File: src/rtl/core/tpc_pkg.sv
// Package for the text to prefix code decoder: payload and job types,
// the character classifier and the fixed codeword table.
// Depends on nothing; used by every module of the block.
`timescale 1ns / 1ps

package tpc_pkg;

	// Depth of the job queue between the front and back parts.
	localparam int unsigned QUEUE_DEPTH = 2;

	// Item operations.
	localparam logic OP_CHAR = 1'b0;
	localparam logic OP_EOL  = 1'b1;

	// Longest codeword and the symbol width.
	localparam int unsigned MAX_CODE_LEN = 8;
	localparam int unsigned SYM_W        = 5;

	typedef struct packed {
		logic       op;
		logic [7:0] char_in;
	} in_t;

	typedef struct packed {
		logic [7:0] char_out;
		logic       line_end;
		logic       last;
	} out_t;

	// One queued job: a line end, or one or two decoded characters.
	typedef struct packed {
		logic       line_end;
		logic       two;
		logic [7:0] ch0;
		logic [7:0] ch1;
	} job_t;

	// Maps a byte to its 5-bit symbol; bit 5 is set when the byte is mapped.
	function automatic logic [5:0] sym_of(input logic [7:0] c);
		logic [5:0] r;
		r = '0;
		case (c) inside
			[8'h41:8'h5A]: r = {1'b1, 5'(c - 8'h41)};
			8'h20:         r = {1'b1, 5'd26};
			8'h2E:         r = {1'b1, 5'd27};
			8'h2C:         r = {1'b1, 5'd28};
			8'h2D:         r = {1'b1, 5'd29};
			8'h27:         r = {1'b1, 5'd30};
			8'h3F:         r = {1'b1, 5'd31};
			default:       r = '0;
		endcase
		return r;
	endfunction

	// Looks up a codeword of the given length; zero means no match.
	function automatic logic [7:0] match_code(input logic [3:0] len, input logic [7:0] bits);
		logic [7:0] ch;
		ch = '0;
		case ({len, bits})
			{4'd3, 8'h05}: ch = 8'h20;
			{4'd3, 8'h06}: ch = "E";
			{4'd3, 8'h07}: ch = "P";
			{4'd4, 8'h01}: ch = "D";
			{4'd4, 8'h05}: ch = "C";
			{4'd4, 8'h06}: ch = "K";
			{4'd4, 8'h07}: ch = "I";
			{4'd4, 8'h08}: ch = "R";
			{4'd5, 8'h04}: ch = "L";
			{4'd5, 8'h05}: ch = "O";
			{4'd5, 8'h06}: ch = "S";
			{4'd5, 8'h07}: ch = "T";
			{4'd5, 8'h09}: ch = "F";
			{4'd6, 8'h00}: ch = 8'h27;
			{4'd6, 8'h01}: ch = "?";
			{4'd6, 8'h02}: ch = "W";
			{4'd6, 8'h03}: ch = ",";
			{4'd6, 8'h10}: ch = "H";
			{4'd6, 8'h11}: ch = ".";
			{4'd6, 8'h25}: ch = "A";
			{4'd8, 8'h90}: ch = "Z";
			{4'd8, 8'h91}: ch = "-";
			{4'd8, 8'h92}: ch = "X";
			{4'd8, 8'h93}: ch = "Y";
			{4'd8, 8'h98}: ch = "J";
			{4'd8, 8'h99}: ch = "M";
			{4'd8, 8'h9A}: ch = "B";
			{4'd8, 8'h9B}: ch = "G";
			{4'd8, 8'h9C}: ch = "U";
			{4'd8, 8'h9D}: ch = "V";
			{4'd8, 8'h9E}: ch = "N";
			{4'd8, 8'h9F}: ch = "Q";
			default:       ch = '0;
		endcase
		return ch;
	endfunction

endpackage

File: src/rtl/core/tpc_front.sv
// Front part: accepts items, decodes symbol bits against the pending
// codeword, pushes a job on a match or line end. Depends on tpc_pkg.
`timescale 1ns / 1ps

module tpc_front (
	input  logic          clk,
	input  logic          arst_n,
	input  logic          in_valid,
	output logic          in_ready,
	input  tpc_pkg::in_t  in_data,
	input  logic          q_full,
	output logic          push,
	output tpc_pkg::job_t push_job
);

	logic [6:0] pb_q;
	logic [2:0] cnt_q;
	logic [6:0] pb;
	logic [2:0] cnt;
	logic [1:0] n;
	logic [7:0] ch0;
	logic [7:0] ch1;
	logic [7:0] ch;
	logic [3:0] len;
	logic [7:0] bits;
	logic [5:0] sym;
	logic       accept;

	assign sym = tpc_pkg::sym_of(in_data.char_in);

	// Walk the five symbol bits, most significant first.
	always_comb begin
		pb  = pb_q;
		cnt = cnt_q;
		n   = '0;
		ch0 = '0;
		ch1 = '0;
		len = '0;
		bits = '0;
		ch  = '0;
		for (int b = tpc_pkg::SYM_W - 1; b >= 0; b--) begin
			len  = {1'b0, cnt} + 4'd1;
			bits = {pb, sym[3'(b)]};
			ch   = tpc_pkg::match_code(len, bits);
			if (ch != '0) begin
				if (n == 2'd0) begin
					ch0 = ch;
				end else begin
					ch1 = ch;
				end
				n   = n + 2'd1;
				pb  = '0;
				cnt = '0;
			end else if (len >= 4'(tpc_pkg::MAX_CODE_LEN)) begin
				pb  = '0;
				cnt = '0;
			end else begin
				pb  = bits[6:0];
				cnt = len[2:0];
			end
		end
	end

	assign in_ready = !q_full;
	assign accept   = in_valid && in_ready;

	assign push = accept && ((in_data.op == tpc_pkg::OP_EOL) || (sym[5] && (n != 2'd0)));

	always_comb begin
		push_job.line_end = (in_data.op == tpc_pkg::OP_EOL);
		push_job.two      = (n == 2'd2);
		push_job.ch0      = ch0;
		push_job.ch1      = ch1;
	end

	always_ff @(posedge clk or negedge arst_n) begin
		if (!arst_n) begin
			pb_q  <= '0;
			cnt_q <= '0;
		end else if (accept) begin
			if (in_data.op == tpc_pkg::OP_EOL) begin
				pb_q  <= '0;
				cnt_q <= '0;
			end else if (sym[5]) begin
				pb_q  <= pb;
				cnt_q <= cnt;
			end
		end
	end

	a_eol_clears: assert property (@(posedge clk) disable iff (!arst_n)
		(accept && in_data.op == tpc_pkg::OP_EOL) |=> (cnt_q == '0 && pb_q == '0))
		else $error("Pending bits survived a line end.");

	a_no_push_full: assert property (@(posedge clk) disable iff (!arst_n)
		push |-> !q_full)
		else $error("Job pushed into a full queue.");

endmodule

File: src/rtl/core/tpc_queue.sv
// Short job queue between the front and back parts.
// Depends on tpc_pkg for the job type.
`timescale 1ns / 1ps

module tpc_queue #(
	parameter int unsigned DEPTH = tpc_pkg::QUEUE_DEPTH
) (
	input  logic          clk,
	input  logic          arst_n,
	input  logic          push,
	input  tpc_pkg::job_t push_job,
	output logic          full,
	input  logic          pop,
	output logic          head_valid,
	output tpc_pkg::job_t head_job
);

	localparam int unsigned PTR_W = (DEPTH > 1) ? $clog2(DEPTH) : 1;
	localparam int unsigned CNT_W = $clog2(DEPTH + 1);

	tpc_pkg::job_t      slots_q [DEPTH];
	logic [PTR_W-1:0]   wr_q;
	logic [PTR_W-1:0]   rd_q;
	logic [CNT_W-1:0]   count_q;
	logic               do_push;
	logic               do_pop;

	assign full       = (count_q == CNT_W'(DEPTH));
	assign head_valid = (count_q != '0);
	assign head_job   = slots_q[rd_q];
	assign do_push    = push && !full;
	assign do_pop     = pop && head_valid;

	always_ff @(posedge clk) begin
		if (do_push) begin
			slots_q[wr_q] <= push_job;
		end
	end

	always_ff @(posedge clk or negedge arst_n) begin
		if (!arst_n) begin
			wr_q    <= '0;
			rd_q    <= '0;
			count_q <= '0;
		end else begin
			if (do_push) begin
				wr_q <= (wr_q == PTR_W'(DEPTH - 1)) ? '0 : wr_q + 1'b1;
			end
			if (do_pop) begin
				rd_q <= (rd_q == PTR_W'(DEPTH - 1)) ? '0 : rd_q + 1'b1;
			end
			if (do_push && !do_pop) begin
				count_q <= count_q + 1'b1;
			end else if (do_pop && !do_push) begin
				count_q <= count_q - 1'b1;
			end
		end
	end

	a_count_range: assert property (@(posedge clk) disable iff (!arst_n)
		count_q <= CNT_W'(DEPTH))
		else $error("Queue count beyond depth.");

	a_pop_nonempty: assert property (@(posedge clk) disable iff (!arst_n)
		pop |-> head_valid)
		else $error("Pop from an empty queue.");

endmodule

File: src/rtl/core/tpc_back.sv
// Back part: takes jobs from the queue and, while out_ready is high,
// gives one result per cycle through a register. Depends on tpc_pkg.
`timescale 1ns / 1ps

module tpc_back (
	input  logic          clk,
	input  logic          arst_n,
	input  logic          head_valid,
	input  tpc_pkg::job_t head_job,
	output logic          pop,
	output logic          out_valid,
	input  logic          out_ready,
	output tpc_pkg::out_t out_data
);

	tpc_pkg::out_t out_q;
	logic          out_valid_q;
	logic          idx_q;
	logic          load;
	logic          first_of_two;

	assign load         = !out_valid_q || out_ready;
	assign first_of_two = head_job.two && !head_job.line_end && !idx_q;
	assign pop          = load && head_valid && !first_of_two;

	always_ff @(posedge clk) begin
		if (load && head_valid) begin
			if (head_job.line_end) begin
				out_q <= '{char_out: 8'h00, line_end: 1'b1, last: 1'b1};
			end else if (first_of_two) begin
				out_q <= '{char_out: head_job.ch0, line_end: 1'b0, last: 1'b0};
			end else begin
				out_q <= '{char_out: (head_job.two ? head_job.ch1 : head_job.ch0),
					line_end: 1'b0, last: 1'b1};
			end
		end
	end

	always_ff @(posedge clk or negedge arst_n) begin
		if (!arst_n) begin
			out_valid_q <= 1'b0;
			idx_q       <= 1'b0;
		end else if (load) begin
			out_valid_q <= head_valid;
			if (head_valid) begin
				idx_q <= first_of_two;
			end
		end
	end

	assign out_valid = out_valid_q;
	assign out_data  = out_q;

	a_second_pending: assert property (@(posedge clk) disable iff (!arst_n)
		idx_q |-> (out_valid_q && !out_q.last && !out_q.line_end))
		else $error("Second codeword pending without a first result shown.");

endmodule

File: src/rtl/core/text_to_prefix_code_decoder.sv
// Path: an item's result passes through the job queue and then the output register
// before it shows on out_valid.
// Throughput: one item per cycle while the job queue is not full; an item that
// completes two codewords gives two results, one per cycle while out_ready is high.
// Reset: arst_n clears pending codeword bits, the job queue and the output valid flag.
// Depends on tpc_pkg, tpc_front, tpc_queue and tpc_back.
`timescale 1ns / 1ps

module text_to_prefix_code_decoder #(
	parameter int unsigned QUEUE_DEPTH = tpc_pkg::QUEUE_DEPTH
) (
	input  logic          clk,
	input  logic          arst_n,
	input  logic          in_valid,
	output logic          in_ready,
	input  tpc_pkg::in_t  in_data,
	output logic          out_valid,
	input  logic          out_ready,
	output tpc_pkg::out_t out_data
);

	// The front maps each character to a 5-bit symbol and walks its bits
	// through the codeword table in the same cycle as the transfer, so the
	// pending codeword state is current for the very next item. Character items that
	// complete nothing leave no job behind.
	logic          push;
	tpc_pkg::job_t push_job;
	logic          q_full;

	// The queue lets the front keep taking items while the back is still
	// handing out a two-result job or the consumer stalls.
	logic          pop;
	logic          head_valid;
	tpc_pkg::job_t head_job;

	tpc_front u_front (
		.clk      (clk),
		.arst_n   (arst_n),
		.in_valid (in_valid),
		.in_ready (in_ready),
		.in_data  (in_data),
		.q_full   (q_full),
		.push     (push),
		.push_job (push_job)
	);

	tpc_queue #(
		.DEPTH (QUEUE_DEPTH)
	) u_queue (
		.clk        (clk),
		.arst_n     (arst_n),
		.push       (push),
		.push_job   (push_job),
		.full       (q_full),
		.pop        (pop),
		.head_valid (head_valid),
		.head_job   (head_job)
	);

	// The back expands each job into one or two result transfers and marks
	// the final one with last.
	tpc_back u_back (
		.clk        (clk),
		.arst_n     (arst_n),
		.head_valid (head_valid),
		.head_job   (head_job),
		.pop        (pop),
		.out_valid  (out_valid),
		.out_ready  (out_ready),
		.out_data   (out_data)
	);

endmodule
File: config.mk
export PLATFORM = sky130hd
export DESIGN_NAME = text_to_prefix_code_decoder
export DESIGN_NICKNAME = d
export VERILOG_FILES = /design/src/rtl/core/tpc_pkg.sv /design/src/rtl/core/tpc_front.sv /design/src/rtl/core/tpc_queue.sv /design/src/rtl/core/tpc_back.sv /design/src/rtl/core/text_to_prefix_code_decoder.sv
export SDC_FILE = /design/constraint.sdc
export NUM_CORES = 1
export LEC_CHECK = 0
export BUFFER_PORTS_ARGS = -buffer_cell sky130_fd_sc_hd__clkbuf_2
export CAP_MARGIN = 25
export CORE_MARGIN = 4
export CORE_UTILIZATION = 31
export DETAILED_ROUTE_END_ITERATION = 16
export PLACE_DENSITY = 0.5
export SYNTH_ARGS = -nofsm -noshare
export SYNTH_HDL_FRONTEND = slang
export SYNTH_SLANG_ARGS = --single-unit
File: constraint.sdc
create_clock -name clk -period 27.7 [get_ports clk]
set_input_delay 5.54 -clock clk [delete_from_list [all_inputs] [get_ports clk]]
set_output_delay 5.54 -clock clk [all_outputs]
set_load 0.1 [all_outputs]
==> results.yml, run 1 <==
die:
  pin_count: 25
  die_h_um: 152
  die-area_um2: 23000
  initial_core_util_pct: 31.6
  die-width_um: 152
  core_um2: 20200
  rows: 52
global_route:
  grt_max_degree: 22
  use_met2_pct: 31.0
  met1_usage_pct: 26.0
  grt_pass1_vias: 6056
  busiest_layer: "met2"
  antenna_found_initial: 0
  grt-ovfl-total: 0
  grt_usage_pct: 18.7
  grt_pass1_wl_um: 34300
  use_met3_pct: 1.64
clock_tree:
  cts_made_buffers: 5
  postCtsSetupBuffers: 0
  cts.htree.levels: 2
  cts_hold_buf: 0
  clk_latency_ps: 290
  cts_resized: 0
  clock-sinks: 56
  cts_tree: "done"
  cts.clk_slew.worst_paths_ps: 70
  cts_root_buf: "clkbuf_16"
  clk_path_buf_depth: 2
min_path:
  hold_class: "flip-flop to flip-flop"
route:
  route.detailed.drc: 0
  dr.first_iter.drc_count: 832
  via_count: 6378
  wl_um: 21600
  antenna_left: 0
  vias_per_cell: 6.22
  drt_first_pass_iters: 8
  post_drt_wl_per_cell_um: 21.1
worst_setup_path:
  worstPathArrival_ps: 16730
  crit_type: "input pin to flip-flop"
  cp_data_required_time_ps: 27610
  path_max_fanout: 16
  crit_slowest_cell: "o22a_1"
  max_stage_delay_ps: 680
  start_kind: "input pin"
  endpoint_kind: "flip-flop"
synthesis:
  synth_most_common_cell: "nand2_1"
  post_synth.cell_area_avg_um2: 8.50
  yosys.area.top_type: "edfxtp_1"
  yosys_warnings: 0
  netlist_area_um2: 6390
  yosysUniqueCellTypes: 104
  syn-num-nets: 790
  synth_top_area_share_pct: 19.3
  ys_seq_area_share_pct: 25.1
  synthCells: 752
  netlist_top_cells_count: "nand2_1 (64), nor2_1 (62), nand3_1 (42)"
  async_flop_share_pct: 26.8
  synthFlopType: "edfxtp_1"
  yosys_register_bits: 56
  synth-edff-count: 41
  synth.area.top_cells: "edfxtp_1 (19%), dfrtp_1 (5.9%), ha_1 (4.9%)"
place:
  io_buffers: 23
  place_hpwl_um: 16800
  place_congestion: 0.974
cells_and_area:
  nFillCells: 2079
  antenna_cells: 0
  final_layout_size_suffix_gt1_share_pct: 12.8
  syn_to_final_growth_pct: 7.72
  finish.net_count: 792
status:
  status: "complete, no violations"
timing:
  worst_slew_pin_slew_ps: 1080
  fin_crit_sh_pct: 60.7
  drv_slew: 0
  finalSetupViolations: 0
  slew-limit-headroom_pct: 27.3
  hold_viol: 0
  min_period_ps: 16810
  clock_skew_ps: 7.96
  max_freq_ghz: 0.0595
  tns_ps: 0
  hold_ws_ps: 498
  grt_setup_unrepaired: "no"
job:
  max_cap_violations: 0
==> worst max-delay path, delay by kind of cell <==
kind	cells	cell delay, ps
and+or+nand+nor	17	5080
adders and majority gates	4	1340
buffers and inverters	6	880
muxes	1	150
AOI/OAI and AO/OA	13	3730
==> placed cells by master (no fill, tap or decap), drive strengths merged, types with 7 or more instances in the layout <==
cell type and count:
nand2 66, nor2 62, nand3 47, edfxtp 41, a21oi 41, o21ai 41
nor3 28, clkbuf 28, inv 27, ha 25, and3 18, nor4 18
mux2i 17, nor2b 16, nand4 16, and2 15, dfrtp 15, a31oi 15
or3 13, xnor2 11, nand2b 11, a211oi 9, buf 9, o211ai 9
mux2 9, a32o 8, o21a 8, mux4 7, o2111ai 7
==> stage by stage <==
step | utilization [%] | std cells | setup WS (ps) | instance area, um^2
after floorplan | - | 752 | 13220 | 6390
after global placement | 33.1 | 1015 | 11300 | 6700
after detailed placement | 33.1 | 1015 | 10880 | 6700
after CTS | 33.9 | 1023 | 11150 | 6870
after global routing | 34.0 | 1025 | 9900 | 6880
final | 34.0 | 1025 | 10890 | 6880
==> cells by family (layout without fill, tap and decap cells) <==
| group | Yosys count | count (layout) | share of synthesized area [%] |
|---|---|---|---|
| flip-flops | 56 | 56 | 25.1 |
| AO/OA/AOI/OAI | 214 | 214 | 25.4 |
| XOR/XNOR | 14 | 14 | 1.92 |
| adder cells (fa/ha/maj) | 25 | 25 | 4.90 |
| multiplexers | 33 | 33 | 6.72 |
| AND/OR/NAND/NOR | 344 | 344 | 31.1 |
| other | 1 | 1 | 0.0587 |
| buffers and inverters | 65 | 68 | 4.70 |
==> final timing paths <==
check                                   startpoint                endpoint  depth (start not counted)  slack [ps]
min in group asynchronous                   arst_n        u_back.out_valid                          1        5160
worst min-delay path            u_queue.count_q[1]      u_queue.count_q[1]                          1         500
worst max-delay path                    in_data[0]  u_queue.slots_q[0][10]                         41       10890
worst max register to register    u_front.cnt_q[0]  u_queue.slots_q[0][10]                         44       14230
worst min register to register  u_queue.count_q[1]      u_queue.count_q[1]                          1         500
max in group asynchronous                   arst_n        u_front.cnt_q[1]                          1       22270
==> layout make-up <==
class	instances	area, um^2	area share, %
clock buffers	5	125	1.82
repair buffers	32	183	2.65
inverters	28	105	1.53
clock inverters	3	42.5	0.618
multi-input cells	631	4480	65.1
well taps	270	338	4.91
flip-flops and latches	56	1610	23.3
==> metal layers <==
metal	share of wire [%]	vias up
met5	0	-
met4	3.0	0
met3	6.4	50
met2	46	337
met1	45	3062
li1	-	2929
==> registers in the layout (all words and copies together) (netlist names) <==
signal / count
u_back.out_data: 9
u_queue.slots_q: 32
u_back.idx_q: 1
u_queue.wr_q: 1
u_queue.count_q: 2
u_front.cnt_q: 3
u_queue.rd_q: 1
u_back.out_valid: 1
u_front.pb_q: 6
Power of run 1 is left out: the tool's default activity adds up to more than one toggle a clock period on the data nets, which glitch-free logic cannot reach.
==> run 2, diff against run 1 <==
clock period = 17.05 ns   (was 27.7 ns; I/O delays follow)
==> run 2 against run 1 <==
Global-route usage up 0.19 points. Setup slack worse by 8500 ps. Flip-flop and latch count unchanged. Critical path type unchanged. Sequential share of layout area rose by 0.072 points. Worst hold slack about the same. Critical path depth stayed put. Utilization decreased by 0.11 points. Critical endpoint is now u_queue.slots_q[0][4]. Clock skew is 0.63 ps higher. Routed wire length is 0.45% higher.
==> results.yml, run 2 (synthesized netlist as in run 1, its figures left out) <==
timing:
  fin_ws_ps: 2400
  finalSetupViolations: 0
  slew-limit-headroom_pct: 23.3
  hold_viol: 0
  clock_skew_ps: 8.59
  min_period_ps: 14650
  drv_slew: 0
  worst_slew_pin_slew_ps: 1140
  max_freq_ghz: 0.0683
  tns_ps: 0
  grt_setup_unrepaired: "no"
  fin_crit_sh_pct: 85.9
route:
  route.detailed.drc: 0
  wl_um: 21700
  antenna_left: 0
  dr.first_iter.drc_count: 628
  vias_per_cell: 6.20
  drt_first_pass_iters: 6
  post_drt_wl_per_cell_um: 21.2
  via_count: 6350
clock_tree:
  cts_tree: "done"
  clk_latency_ps: 290
  cts.clk_slew.worst_paths_ps: 70
  clock-sinks: 56
  cts_resized: 0
  cts_made_buffers: 5
  cts_root_buf: "clkbuf_16"
  cts_hold_buf: 0
  cts.htree.levels: 2
  clk_path_buf_depth: 2
  postCtsSetupBuffers: 0
cells_and_area:
  syn_to_final_growth_pct: 7.38
  utilization_pct: 33.9
  final_cell_mix: "nand2_1 (64), nor2_1 (62), nand3_1 (42)"
  top_register: "u_queue.slots_q"
  mostFrequentLayoutCell: "nand2_1"
  finish.net_count: 792
  antenna_cells: 0
  largest_register_ffs: 32
  final_cells: 1025
  final_layout_size_suffix_gt1_share_pct: 13.0
worst_setup_path:
  max_stage_delay_ps: 660
  path_max_fanout: 16
  cp_data_required_time_ps: 16970
  crit_slowest_cell: "o22a_1"
  worstPathArrival_ps: 14560
  r2r-end: "u_queue.slots_q[0][4]"
  crit_type: "input pin to flip-flop"
  ff2ff_path_depth: 44
  rr_startpoint: "u_front.cnt_q[0]"
  r2r_slack_ps: 3610
  start_kind: "input pin"
  endpoint_kind: "flip-flop"
  worst_setup_path_endpoint: "u_queue.slots_q[0][4]"
  critPathLaunch: "in_data[0]"
die:
  initial_core_util_pct: 31.6
  die_h_um: 152
  die-width_um: 152
  pin_count: 25
  die-area_um2: 23000
  core_um2: 20200
  rows: 52
global_route:
  grt_pass1_wl_um: 34600
  grt-ovfl-total: 0
  grt_usage_pct: 18.9
  grt_max_degree: 22
  grt_pass1_vias: 6094
  antenna_found_initial: 0
place:
  place_hpwl_um: 17000
  place_congestion: 0.974
  io_buffers: 23
  pre_cts_ws_ps: 2410
  placed_cells: 1015
status:
  status: "complete, no violations"
min_path:
  hp-start: "u_queue.count_q[1]"
  hold_class: "flip-flop to flip-flop"
job:
  max_cap_violations: 0
run 2: worst min path at each step:
stage	slack, ps	to	depth (start not counted)
after floorplan	460	u_queue.count_q[1]	1
after global placement	480	u_queue.count_q[1]	1
after detailed placement	490	u_queue.count_q[1]	1
after CTS	500	u_queue.count_q[1]	1
after global routing	530	u_queue.count_q[1]	1
final	500	u_queue.count_q[1]	1
run 2: per-layer routing:
layer  wire length, um  GRT usage (%)
met3              1300           1.67
met1              9890           26.4
met2              9760           30.3
met4               795           7.05
met5                 0              0
run 2: cell type report:
type                            instances  area, um^2
Clock buffer                            5         125
Clock inverter                          3        21.3
Fill cell                            2103       13400
Inverter                               28         105
Multi-Input combinational cell        631        4480
Sequential cell                        56        1610
Tap cell                              270         338
Timing Repair Buffer                   32         183
run 2: worst max-delay path, delay by kind of cell:
| kind | cells | cell delay, ps |
|---|---|---|
| compound gates | 13 | 3730 |
| buf+inv | 6 | 880 |
| simple gates | 17 | 5020 |
| mux | 1 | 140 |
| fa+ha+maj | 4 | 1340 |
run 2: per-stage QoR:
stage	hold slack (ps)	area [um^2]
floorplan	465	6390
global placement	482	6700
detailed placement	492	6700
CTS	502	6850
global route	530	6860
finish	498	6860
Power of run 2 is left out for the same reason.
